`src/hdl/cflc_pkg.sv`:
```
// Package for the checksum frame link controller: widths, command codes, defaults.
// No dependencies.
package cflc_pkg;
   localparam int FrameBytes   = 9;
   localparam int RingDepthDef = 16;
   localparam int QueueDef     = 4;
   localparam int PosW         = 4;
   localparam logic [7:0] IdleResetVal  = 8'd10;
   localparam logic [7:0] ReplyResetVal = 8'd50;

   typedef enum logic [2:0] {
      CMD_RX_BYTE   = 3'd0,
      CMD_TICK      = 3'd1,
      CMD_TX_DONE   = 3'd2,
      CMD_LOAD      = 3'd3,
      CMD_ACK       = 3'd4,
      CMD_READ      = 3'd5,
      CMD_RSVD6     = 3'd6,
      CMD_RSVD7     = 3'd7
   } cmd_type;

   localparam logic CSR_IDLE  = 1'b0;
   localparam logic CSR_REPLY = 1'b1;

   typedef struct packed {
      logic [2:0] command;
      logic [7:0] data;
      logic [2:0] line_status;
      logic [3:0] byte_index;
   } req_type;

   typedef struct packed {
      logic       tx_valid;
      logic [7:0] tx_data;
      logic       tx_drive;
      logic       frame_ready;
      logic       frame_error;
      logic       awaiting_response;
      logic [7:0] read_data;
      logic [2:0] sticky_status;
      logic       rx_overflow;
      logic       queue_full;
   } rsp_type;
endpackage

```
`src/hdl/cflc_if.sv`:
```
// Valid/ready channel interface carrying a packed payload.
// Depends on cflc_pkg for payload types.
interface cflc_req_if (input logic clock);
   logic               valid;
   logic               ready;
   cflc_pkg::req_type  payload;
   modport source (output valid, output payload, input ready);
   modport sink   (input valid, input payload, output ready);
endinterface

interface cflc_rsp_if (input logic clock);
   logic               valid;
   logic               ready;
   cflc_pkg::rsp_type  payload;
   modport source (output valid, output payload, input ready);
   modport sink   (input valid, input payload, output ready);
endinterface

```
`src/hdl/cflc_front.sv`:
```
// Front part: accepts items into a short queue.
// Depends on cflc_pkg.
module cflc_front #(
   parameter int Depth = 2
) (
   input  logic              clock,
   input  logic              reset,
   input  logic              in_valid,
   output logic              in_ready,
   input  cflc_pkg::req_type in_item,
   output logic              out_valid,
   input  logic              out_ready,
   output cflc_pkg::req_type out_item
);
   localparam int AW = (Depth > 1) ? $clog2(Depth) : 1;
   cflc_pkg::req_type mem_ff [Depth];
   logic [AW-1:0] wr_ff, wr_in, rd_ff, rd_in;
   logic [AW:0]   cnt_ff, cnt_in;
   logic push, pop;

   assign in_ready  = (cnt_ff < (AW+1)'(Depth));
   assign out_valid = (cnt_ff != '0);
   assign out_item  = mem_ff[rd_ff];
   assign push = in_valid && in_ready;
   assign pop  = out_valid && out_ready;

   always_comb begin
      wr_in = wr_ff; rd_in = rd_ff; cnt_in = cnt_ff;
      if (push) wr_in = (wr_ff == AW'(Depth-1)) ? '0 : wr_ff + 1'b1;
      if (pop)  rd_in = (rd_ff == AW'(Depth-1)) ? '0 : rd_ff + 1'b1;
      cnt_in = cnt_ff + (AW+1)'(push) - (AW+1)'(pop);
   end

   always_ff @(posedge clock) begin
      if (reset) begin
         wr_ff <= '0; rd_ff <= '0; cnt_ff <= '0;
      end else begin
         wr_ff <= wr_in; rd_ff <= rd_in; cnt_ff <= cnt_in;
      end
      if (push) mem_ff[wr_ff] <= in_item;
   end

`ifndef SYNTHESIS
   a_no_overfill: assert property (@(posedge clock) disable iff (reset)
      cnt_ff <= (AW+1)'(Depth)) else $error("queue overfilled");
   a_pop_nonempty: assert property (@(posedge clock) disable iff (reset)
      pop |-> cnt_ff != '0) else $error("pop on empty");
   a_cnt_step: assert property (@(posedge clock) disable iff (reset)
      (push && !pop) |=> cnt_ff == $past(cnt_ff) + 1'b1) else $error("count slip");
`endif
endmodule

```
`src/hdl/cflc_back.sv`:
```
// Back part: executes commands, sends queued frames, pops and checks received frames.
// Depends on cflc_pkg.
module cflc_back #(
   parameter int RingDepth   = cflc_pkg::RingDepthDef,
   parameter int QueueFrames = cflc_pkg::QueueDef
) (
   input  logic              clock,
   input  logic              reset,
   input  logic [7:0]        idle_ticks,
   input  logic [7:0]        reply_ticks,
   input  logic              in_valid,
   output logic              in_ready,
   input  cflc_pkg::req_type in_item,
   output logic              out_valid,
   input  logic              out_ready,
   output cflc_pkg::rsp_type out_item
);
   localparam int FB  = cflc_pkg::FrameBytes;
   localparam int RA  = $clog2(RingDepth);
   localparam int QA  = $clog2(QueueFrames);
   localparam int QM  = QueueFrames * FB;
   localparam int QMA = $clog2(QM);
   localparam int PW  = cflc_pkg::PosW;

   typedef enum logic [1:0] {ST_IDLE, ST_CHECK, ST_SEND, ST_OUT} state_type;
   state_type state_ff;

   logic [7:0] ring_ff [RingDepth];
   logic [7:0] oq_ff [QM];
   logic [7:0] held_ff [FB];
   logic [7:0] send_ff [FB];
   logic [RA:0] rh_ff, rt_ff;
   logic [QA:0] qh_ff, qt_ff;
   logic [PW-1:0] lpos_ff, spos_ff, cpos_ff;
   logic txing_ff, wait_ff, ready_ff, error_ff, ovf_ff;
   logic [7:0] idle_ff, reply_ff, sum_ff, oq_rd_ff;
   logic [2:0] stat_ff;
   logic cfirst_ff;
   logic rsp_valid_ff;
   cflc_pkg::rsp_type rsp_ff;
   cflc_pkg::cmd_type cmd;

   logic [RA:0] rcount;
   logic [QA:0] qcount;
   assign rcount = rt_ff - rh_ff;
   assign qcount = qt_ff - qh_ff;
   assign cmd = cflc_pkg::cmd_type'(in_item.command);
   assign in_ready  = (state_ff == ST_IDLE) && !rsp_valid_ff;
   assign out_valid = rsp_valid_ff;
   assign out_item  = rsp_ff;

   logic [QMA-1:0] qbase;
   logic [QMA-1:0] oq_addr;
   assign qbase   = QMA'(qh_ff[QA-1:0]) * QMA'(FB);
   assign oq_addr = qbase + QMA'(cpos_ff);

   always_ff @(posedge clock) begin
      if (reset) begin
         state_ff <= ST_IDLE; rsp_valid_ff <= 1'b0; rsp_ff <= '0;
         rh_ff <= '0; rt_ff <= '0; qh_ff <= '0; qt_ff <= '0;
         lpos_ff <= '0; spos_ff <= '0; cpos_ff <= '0; cfirst_ff <= 1'b0;
         txing_ff <= 1'b0; wait_ff <= 1'b0; ready_ff <= 1'b0;
         error_ff <= 1'b0; ovf_ff <= 1'b0;
         idle_ff <= '0; reply_ff <= '0; stat_ff <= '0; sum_ff <= '0;
      end else begin
         // result taken: clear it so the next item starts from zero fields
         if (out_valid && out_ready) begin
            rsp_valid_ff <= 1'b0;
            rsp_ff <= '0;
         end
         unique case (state_ff)
            ST_IDLE: begin
               if (in_valid && in_ready) begin
                  unique case (cmd)
                     cflc_pkg::CMD_RX_BYTE: begin
                        idle_ff <= idle_ticks;
                        stat_ff <= stat_ff | in_item.line_status;
                        if (rcount >= (RA+1)'(RingDepth)) ovf_ff <= 1'b1;
                        else begin
                           ring_ff[rt_ff[RA-1:0]] <= in_item.data;
                           rt_ff <= rt_ff + 1'b1;
                        end
                     end
                     cflc_pkg::CMD_TICK: begin
                        if (wait_ff) begin
                           if (reply_ff > 8'd1) reply_ff <= reply_ff - 1'b1;
                           else begin reply_ff <= '0; wait_ff <= 1'b0; end
                        end
                        if (idle_ff != '0) idle_ff <= idle_ff - 1'b1;
                        else rh_ff <= rt_ff;
                     end
                     cflc_pkg::CMD_TX_DONE: begin
                        if (txing_ff) begin
                           if (spos_ff >= PW'(FB)) begin
                              txing_ff <= 1'b0; wait_ff <= 1'b1;
                           end else begin
                              rsp_ff.tx_valid <= 1'b1;
                              rsp_ff.tx_data  <= send_ff[spos_ff];
                              spos_ff <= spos_ff + 1'b1;
                           end
                        end
                     end
                     cflc_pkg::CMD_LOAD: begin
                        if (qcount >= (QA+1)'(QueueFrames)) rsp_ff.queue_full <= 1'b1;
                        else begin
                           oq_ff[QMA'(qt_ff[QA-1:0]) * QMA'(FB) + QMA'(lpos_ff)] <=
                              in_item.data;
                           if (lpos_ff == PW'(FB-1)) begin
                              lpos_ff <= '0; qt_ff <= qt_ff + 1'b1;
                           end else lpos_ff <= lpos_ff + 1'b1;
                        end
                     end
                     cflc_pkg::CMD_ACK: begin
                        ready_ff <= 1'b0; error_ff <= 1'b0; ovf_ff <= 1'b0;
                     end
                     cflc_pkg::CMD_READ: begin
                        if (in_item.byte_index < PW'(FB))
                           rsp_ff.read_data <= held_ff[in_item.byte_index];
                     end
                     default: ;
                  endcase
                  cpos_ff <= '0;
                  state_ff <= ST_SEND;
               end
            end
            ST_SEND: begin
               // decided on first visit; then the head frame streams in through
               // the registered queue read, data arriving in the cycle after its address
               if (cpos_ff == '0 && (qcount == '0 || txing_ff || wait_ff)) begin
                  cfirst_ff <= 1'b1; state_ff <= ST_CHECK;
               end else begin
                  if (cpos_ff != '0) send_ff[cpos_ff - 1'b1] <= oq_rd_ff;
                  if (cpos_ff == PW'(1)) begin
                     rsp_ff.tx_valid <= 1'b1;
                     rsp_ff.tx_data  <= oq_rd_ff;
                     txing_ff <= 1'b1; reply_ff <= reply_ticks; spos_ff <= PW'(1);
                  end
                  if (cpos_ff < PW'(FB)) cpos_ff <= cpos_ff + 1'b1;
                  else begin
                     qh_ff <= qh_ff + 1'b1;
                     cfirst_ff <= 1'b1; state_ff <= ST_CHECK;
                  end
               end
            end
            ST_CHECK: begin
               if (cfirst_ff) begin
                  cfirst_ff <= 1'b0; cpos_ff <= '0; sum_ff <= '0;
                  if (ready_ff || rcount < (RA+1)'(FB)) state_ff <= ST_OUT;
               end else if (cpos_ff < PW'(FB)) begin
                  held_ff[cpos_ff] <= ring_ff[rh_ff[RA-1:0]];
                  if (cpos_ff != PW'(FB-1)) sum_ff <= sum_ff + ring_ff[rh_ff[RA-1:0]];
                  else if (sum_ff == ring_ff[rh_ff[RA-1:0]]) begin
                     ready_ff <= 1'b1; wait_ff <= 1'b0;
                  end else error_ff <= 1'b1;
                  rh_ff <= rh_ff + 1'b1;
                  cpos_ff <= cpos_ff + 1'b1;
               end else state_ff <= ST_OUT;
            end
            ST_OUT: begin
               rsp_ff.tx_drive <= txing_ff;
               rsp_ff.frame_ready <= ready_ff;
               rsp_ff.frame_error <= error_ff;
               rsp_ff.awaiting_response <= wait_ff;
               rsp_ff.sticky_status <= stat_ff;
               rsp_ff.rx_overflow <= ovf_ff;
               rsp_valid_ff <= 1'b1;
               state_ff <= ST_IDLE;
            end
            default: state_ff <= ST_IDLE;
         endcase
      end
   end

   // outgoing queue read port, one address a cycle
   always_ff @(posedge clock) begin
      oq_rd_ff <= oq_ff[oq_addr];
   end

`ifndef SYNTHESIS
   a_ring_bound: assert property (@(posedge clock) disable iff (reset)
      rcount <= (RA+1)'(RingDepth)) else $error("ring count over depth");
   a_queue_bound: assert property (@(posedge clock) disable iff (reset)
      qcount <= (QA+1)'(QueueFrames)) else $error("queue count over depth");
   a_tx_wait_excl: assert property (@(posedge clock) disable iff (reset)
      !(txing_ff && wait_ff)) else $error("transmit and wait both set");
`endif
endmodule

```
`src/hdl/checksum_frame_link_controller.sv`:
```
// Top level of the checksum frame link controller.
// Depends on cflc_pkg, cflc_if, cflc_front, cflc_back.
//
//  channel | direction | payload
//  req     | in        | command, data, line_status, byte_index
//  rsp     | out       | tx/link flags, read_data, status
//  csr     | in        | write enable, index, 8-bit data
//
// Each item passes the back-end steps in order: execute, decide (or decide and
// copy a starting frame), decide the check (or pop and sum a received frame),
// register the result; the front queue lies before these steps. The ring and
// queue ports move one byte at a time.
// Reset is synchronous, active high; registers return to 10 and 50.
// A stalled result holds; a two-entry queue in front keeps accepting until full.
module checksum_frame_link_controller #(
   parameter int RingDepth   = cflc_pkg::RingDepthDef,
   parameter int QueueFrames = cflc_pkg::QueueDef
) (
   input  logic       clock,
   input  logic       reset,
   cflc_req_if.sink   req,
   cflc_rsp_if.source rsp,
   input  logic       csr_we,
   input  logic       csr_index,
   input  logic [7:0] csr_wdata
);
   logic [7:0] idle_ticks_ff, reply_ticks_ff;
   logic q_valid, q_ready;
   cflc_pkg::req_type q_item;

   always_ff @(posedge clock) begin
      if (reset) begin
         idle_ticks_ff  <= cflc_pkg::IdleResetVal;
         reply_ticks_ff <= cflc_pkg::ReplyResetVal;
      end else if (csr_we) begin
         if (csr_index == cflc_pkg::CSR_IDLE) idle_ticks_ff <= csr_wdata;
         else reply_ticks_ff <= csr_wdata;
      end
   end

   cflc_front #(.Depth(2)) u_front (
      .clock, .reset,
      .in_valid(req.valid), .in_ready(req.ready), .in_item(req.payload),
      .out_valid(q_valid), .out_ready(q_ready), .out_item(q_item));

   cflc_back #(.RingDepth(RingDepth), .QueueFrames(QueueFrames)) u_back (
      .clock, .reset,
      .idle_ticks(idle_ticks_ff), .reply_ticks(reply_ticks_ff),
      .in_valid(q_valid), .in_ready(q_ready), .in_item(q_item),
      .out_valid(rsp.valid), .out_ready(rsp.ready), .out_item(rsp.payload));
endmodule

```
`src/flat_wrapper.sv`:
```
// flat-port wrapper written by rule: the top's interface ports become plain ports
module checksum_frame_link_controller_flat 
#(
   parameter int RingDepth   = cflc_pkg::RingDepthDef,
   parameter int QueueFrames = cflc_pkg::QueueDef
)
  (clock, reset, csr_we, csr_index, csr_wdata, req_valid, req_payload, req_ready, rsp_valid, rsp_payload, rsp_ready);
  cflc_req_if req_i (.clock(clock));
  cflc_rsp_if rsp_i (.clock(clock));
  input  logic clock;
  input  logic reset;
  input  logic csr_we;
  input  logic csr_index;
  input  logic [7:0] csr_wdata;
  input wire logic [$bits(req_i.valid)-1:0] req_valid;
  input wire logic [$bits(req_i.payload)-1:0] req_payload;
  output wire logic [$bits(req_i.ready)-1:0] req_ready;
  output wire logic [$bits(rsp_i.valid)-1:0] rsp_valid;
  output wire logic [$bits(rsp_i.payload)-1:0] rsp_payload;
  input wire logic [$bits(rsp_i.ready)-1:0] rsp_ready;
  assign req_i.valid = req_valid;
  assign req_i.payload = req_payload;
  assign req_ready = req_i.ready;
  assign rsp_valid = rsp_i.valid;
  assign rsp_payload = rsp_i.payload;
  assign rsp_i.ready = rsp_ready;
  checksum_frame_link_controller #(.RingDepth(RingDepth), .QueueFrames(QueueFrames)) u_core (.clock(clock), .reset(reset), .req(req_i), .rsp(rsp_i), .csr_we(csr_we), .csr_index(csr_index), .csr_wdata(csr_wdata));
endmodule
```
`config.mk`:
```
export PLATFORM = sky130hd
export DESIGN_NAME = checksum_frame_link_controller_flat
export DESIGN_NICKNAME = d
export VERILOG_FILES = /design/src/hdl/cflc_pkg.sv /design/src/hdl/cflc_if.sv /design/src/hdl/cflc_front.sv /design/src/hdl/cflc_back.sv /design/src/hdl/checksum_frame_link_controller.sv /design/src/flat_wrapper.sv
export SDC_FILE = /design/constraint.sdc
export NUM_CORES = 1
export LEC_CHECK = 0
export BUFFER_PORTS_ARGS = -buffer_cell sky130_fd_sc_hd__buf_2
export CAP_MARGIN = 40
export CELL_PAD_IN_SITES_DETAIL_PLACEMENT = 2
export CELL_PAD_IN_SITES_GLOBAL_PLACEMENT = 2
export CORE_ASPECT_RATIO = 1.4
export CORE_MARGIN = 3
export CORE_UTILIZATION = 40
export CTS_CLUSTER_DIAMETER = 150
export DETAILED_ROUTE_END_ITERATION = 7
export GPL_TIMING_DRIVEN = 0
export MAX_ROUTING_LAYER = met4
export PLACE_DENSITY = 0.73
export SLEW_MARGIN = 20
export SYNTH_ARGS = -nofsm -noshare
export SYNTH_HDL_FRONTEND = slang
export SYNTH_SLANG_ARGS = --single-unit
```
`constraint.sdc`:
```
create_clock -name clock -period 5.35 [get_ports clock]
set_input_delay 0.8025 -clock clock [delete_from_list [all_inputs] [get_ports clock]]
set_output_delay 0.8025 -clock clock [all_outputs]
set_load 0.05 [all_outputs]
```
After elaboration in Yosys (flattened, before gate mapping):

Memories as Yosys holds them, arrays and structs flattened. A register that Yosys moved wholly into a read port is not among the register bits.
Cells that the tools add are included.
Widths: inputs -> output; s select.

* add/sub/neg operators: 19
* bitwise operators: 6
* multipliers: 2
* reduce and logical (&&, ||, !) cells: 45
* $lt $le $gt $ge: 8
* muxes and demuxes: 125
* equality and inequality tests: 35

Operators by type and width (count)
* $mux 8: 14
* $mux 4: 17
* $mux 1: 62
* $mux 9: 6
* $pmux 8 s2: 2
* $mux 26: 1
* $ne 2x2->1 const B: 13
* $mux 5: 5
* $reduce_and 7->1: 3
* $reduce_and 4->1: 5
* $pmux 9 s2: 1
* $reduce_bool 2->1: 9
* $sub 8x1->8 const B: 2
* $ne 3x3->1 const B: 5
* $pmux 1 s2: 7
* $add 4x1->4 const B: 3
* $add 6x4->6: 2
* $mul 2x4->6 const B: 2
* $mux 2: 6
* $pmux 4 s3: 1
* $reduce_and 3->1: 4
* $reduce_and 6->1: 2
* $add 5x1->5 const B: 2
* $pmux 5 s2: 1
* other kinds (42): 65

* flip-flop bits (word level): 110
* input port bits: 32
* memory bits (writable): 596
* memories: 5
* output and inout bits: 28

Memories
* u_core.u_back.oq_ff: depth 36, bits a word 8, rd ports 1, clocked after Yosys merged registers in 1, write ports 1, line cflc_back.sv:29 `logic [7:0] oq_ff [QM];`
* u_core.u_back.ring_ff: depth 16, bits a word 8, rd ports 1, clocked after Yosys merged registers in 1, write ports 1, line cflc_back.sv:28 `logic [7:0] ring_ff [RingDepth];`
* u_core.u_back.held_ff: depth 9, bits a word 8, rd ports 1, clocked after Yosys merged registers in 0, write ports 1, line cflc_back.sv:30 `logic [7:0] held_ff [FB];`
* u_core.u_back.send_ff: depth 9, bits a word 8, rd ports 1, clocked after Yosys merged registers in 1, write ports 1, line cflc_back.sv:31 `logic [7:0] send_ff [FB];`
* u_core.u_front.mem_ff: depth 2, bits a word 18, rd ports 1, clocked after Yosys merged registers in 1, write ports 1, line cflc_front.sv:16 `cflc_pkg::req_type mem_ff [Depth];`

Longest topological paths before layout:

* depth in word-level cells: 9
* depth in mapped cells: 12
* gate-level depth less buffers: 10

Cells and area by module:

Synthesis repeated with hierarchy kept, for this count alone.

* cells, all modules: 1812
* area total of the unflattened synthesis: 29723.5 sq um

Modules (own cells, without submodules)
* cflc_back: area an instance 27445.1 sq um, times used 1, cells each 1664
* cflc_front: area an instance 1591.5 sq um, times used 1, cells each 83
* checksum_frame_link_controller: area an instance 686.9 sq um, times used 1, cells each 65

Worst setup path after synthesis:

No wires, ideal clock.

* path type: register to register
* start: reg with a tool-made name
* end: reg u_core.u_back.sum_ff[6]
* slack: 1.511 ns
* path buffers: 2
* data required time: 5.228 ns
* stages on the path, launching flop included: 13
* arrival time: 3.717 ns
* period minus slack after synthesis: 3.839 ns
* cell sequence: dfxtp_1 buf_2 buf_2 mux4_2 mux4_1 ha_1 fa_1 a21o_1 a21oi_1 o21bai_1 a21oi_1 nor4b_1 a311o_1

RTL lines
* end signal, assigned: line cflc_back.sv:151 `if (cpos_ff != PW'(FB-1)) sum_ff <= sum_ff + ring_ff[rh_ff[RA-1:0]];`
* end, declared: line cflc_back.sv:36 `logic [7:0] idle_ff, reply_ff, sum_ff, oq_rd_ff;`

==> results.yml <==
outcome:
  status: "completed"
timing:
  hold_violations: 0
  skew_ns: 0.0249
  slew_headroom_pct: 40.9
  report.final.slew_viol_count: 0
  fmax_mhz: 200
  post-route-period-util_pct: 93.6
  fin_tns_setup_ns: 0
  final.min_clock_period_ns: 5.01
  setup_violations: 0
  worst_slew_pin_slew_ns: 0.883
  rsz0062_at_grt: "false"
grt:
  grt_usage_pct: 22.4
  grt_pass1_vias: 19100
  grt_max_degree: 44
  grt_remaining_overflow: 0
  antenna_found_initial: 0
  grt_pass1_wl_mm: 127
logic_synthesis:
  synth_ff_type: "edfxtp_1"
  syn_area_per_cell_sq_um: 16.1
  synth-edff-count: 596
  yosysWarnings: 0
  synth_seq_cells: 723
  synth.distinct_cells: 71
  synthesis.area_sq_um: 29800
  synth_fp_nets: 1941
  async_flop_share_pct: 0
  syn_inst: 1852
  yosysSeqAreaShare_pct: 68.5
floorplan:
  die_w_microns: 237
  die_area_sq_um: 77900
  start_util_pct: 40.7
  die_h_microns: 329
  rows: 117
  core_sq_um: 73300
  io_pins: 60
pwr:
  swShare_pct: 28.4
  power.share.sequential_pct: 45.3
  p_clk_share_pct: 35.3
  p_leak_nw: 11.2
  switchingPower_mw: 4.22
  power.density_nw_per_um2: 433
  internal_power_mw: 10.6
  worst_ir_drop_vdd_mv: 0.204
  p_comb_share_pct: 19.4
drt:
  drc: 0
  drt-total-wl_mm: 84.8
  post_drt_wl_per_cell_microns: 27.8
  post_drt_via_cell_ratio: 5.63
  first_pass_iters: 5
  drtIter0Drc: 1162
  num_vias: 17200
  ant_nets: 0
cts:
  cts_resized: 0
  h-tree-depth: 3
  cts.sink_count: 723
  cts_tree: "built"
  clkLatencyLatePin_ns: 0.63
  root_buffer: "clkbuf_16"
  cts_buffers: 73
  postCtsHoldBufs: 0
  path_clk_slew_ns: 0.07
  post_cts_buffers: 0
  clock_path_buffers: 3
setup_path:
  crit_type: "reg2reg"
  reg2regPathDepth: 12
  worstPathMaxFanout: 10
  cp.required_ns: 5.85
  startpoint_type: "flip-flop"
  r2r_slack_ns: 0.34
  reg2reg_to: "u_core.u_back.sum_ff[6]"
  cp.arrival_ns: 5.51
  setup.worst_path.end_class: "flip-flop"
hold_path:
  hold_depth: 1
  hold_start: "req_payload[8]"
  hold_path_end: "u_core.u_front.mem_ff[0][8]"
  hold_path_class: "in2reg"
final_layout:
  stdcell_count: 3049
  nets: 2129
  final_common_cell: "edfxtp_1"
  mostFrequentLayoutCells: "edfxtp_1 (596), nand2_1 (150), mux4_2 (149), nor2_1 (144), dfxtp_1 (127)"
  n_antenna_cell: 0
  area_growth_pct: 15.0
  fin_util_pct: 46.8
  drive_above_1_share_pct: 20.7
placement:
  dp_cells: 2888
  place_congestion: 0.807
  post-dp-hpwl_mm: 60.8
  portBuffers: 59
flow_run:
  maxCapViolations: 0
area by class of cell:
cell class | instances | area [sq um]
Fill cell | 6838 | 39000
Sequential cell | 723 | 20400
Multi-Input combinational cell | 1007 | 8940
Clock buffer | 97 | 2050
Tap cell | 952 | 1190
Timing Repair Buffer | 113 | 831
Clock inverter | 35 | 362
Buffer | 82 | 347
Inverter | 40 | 150
kinds of logic (layout without fill, tap and decap cells):
group	Yosys count	after routing	synth area share, %
flip-flops	723	723	68.5
AND/OR/NAND/NOR	488	488	7.65
AO/OA/AOI/OAI	216	216	4.66
multiplexers	213	213	14.1
buffers and inverters	122	367	1.67
adder cells (fa/ha/maj)	57	57	2.49
XOR/XNOR	33	33	0.969
critical path, stage by stage (launching register included):
cell,delay (ns)
dfxtp_1,0.39
clkbuf_1,0.55
clkbuf_1,0.63
mux4_2,0.46
mux4_1,0.73
ha_1,0.35
fa_1,0.50
a21o_1,0.18
a21oi_1,0.28
o21bai_1,0.12
a21oi_1,0.27
nor4b_1,0.09
a311o_1,0.35
worst max-delay path by stage:
stage	start	to	slack (ns)	depth (start not counted)
after floorplan	flip-flop	u_core.u_back.sum_ff[6]	1.51	12
after global placement	flip-flop	u_core.u_back.sum_ff[6]	0.56	12
after detailed placement	flip-flop	u_core.u_back.sum_ff[6]	0.38	12
after CTS	flip-flop	u_core.u_back.sum_ff[6]	0.36	12
after global routing	flip-flop	u_core.u_back.sum_ff[6]	0.13	12
final	flip-flop	u_core.u_back.sum_ff[6]	0.34	12
Yosys cell counts (9+ instances only):
master / instances / share of area (%)
inv_1: 39 / 0.49
mux4_2: 149 / 11
and2_1: 22 / 0.46
mux2_2: 20 / 0.75
mux4_1: 10 / 0.88
buf_1: 9 / 0.11
xnor2_1: 25 / 0.73
dfxtp_1: 127 / 8.5
buf_2: 19 / 0.32
a31oi_1: 11 / 0.23
ha_1: 53 / 2.2
nand3_1: 49 / 0.82
mux2i_1: 32 / 1.1
nor2_1: 145 / 1.8
clkbuf_1: 51 / 0.64
nand2b_1: 20 / 0.42
o21ai_0: 38 / 0.64
nand2_1: 150 / 1.9
a21oi_1: 81 / 1.4
a22oi_1: 10 / 0.25
nor3_1: 28 / 0.47
edfxtp_1: 596 / 60
nor2b_1: 17 / 0.36
and3_1: 12 / 0.25
state kept, by name, indices dropped and copies added (netlist names), 2 cells and up, named ones only:
| register | flops |
|---|---|
| u_core.u_back.spos_ff | 4 |
| u_core.u_back.idle_ff | 8 |
| u_core.u_back.rt_ff | 5 |
| u_core.u_back.sum_ff | 8 |
| u_core.u_back.reply_ff | 8 |
| u_core.u_back.out_item | 26 |
| u_core.reply_ticks_ff | 8 |
| u_core.u_back.rh_ff | 5 |
| u_core.u_back.qt_ff | 3 |
| u_core.u_back.cpos_ff | 4 |
| u_core.u_front.mem_ff | 36 |
| u_core.u_back.held_ff | 72 |
| u_core.u_back.stat_ff | 3 |
| u_core.u_back.state_ff | 2 |
| u_core.idle_ticks_ff | 8 |
| u_core.u_front.cnt_ff | 2 |
| u_core.u_back.ring_ff | 128 |
| u_core.u_back.qh_ff | 3 |
| u_core.u_back.lpos_ff | 4 |
| u_core.u_back.oq_ff | 288 |
| u_core.u_back.oq_rd_ff | 8 |
| u_core.u_back.send_ff | 72 |
power by group through the flow:
stage | Sequential, mW | Clock [mW] | Combinational, mW
finish | 6.74 | 5.24 | 2.88
global route | 6.76 | 5.56 | 3.15
CTS | 6.74 | 5.35 | 2.92
detailed placement | 6.86 | 0 | 2.90
global placement | 6.86 | 0 | 2.58
floorplan | 6.82 | 0 | 1.77
metal layers:
layer  up-vias  wire length, microns  part of all wire (%)  track usage, %
li1       7581                     -                     -               -
met1      9096                 32900                    39            25.7
met2       356                 46300                    55            40.4
met3       145                  2740                   3.2            2.68
met4         0                  2830                   3.3            7.98
met5         -                     0                     0               -
stage by stage:
step	instance area (sq um)	hold WS (ns)	power (mW)	setup WS [ns]
6_report	34300	0.380	14.9	0.340
5_1_grt	34300	0.358	15.5	0.126
4_1_cts	34100	0.348	15.0	0.359
3_5_place_dp	31700	0.458	9.76	0.384
3_3_place_gp	31300	0.453	9.44	0.564
2_1_floorplan	29800	0.426	8.60	1.51
(Power assumes the default switching activity.)
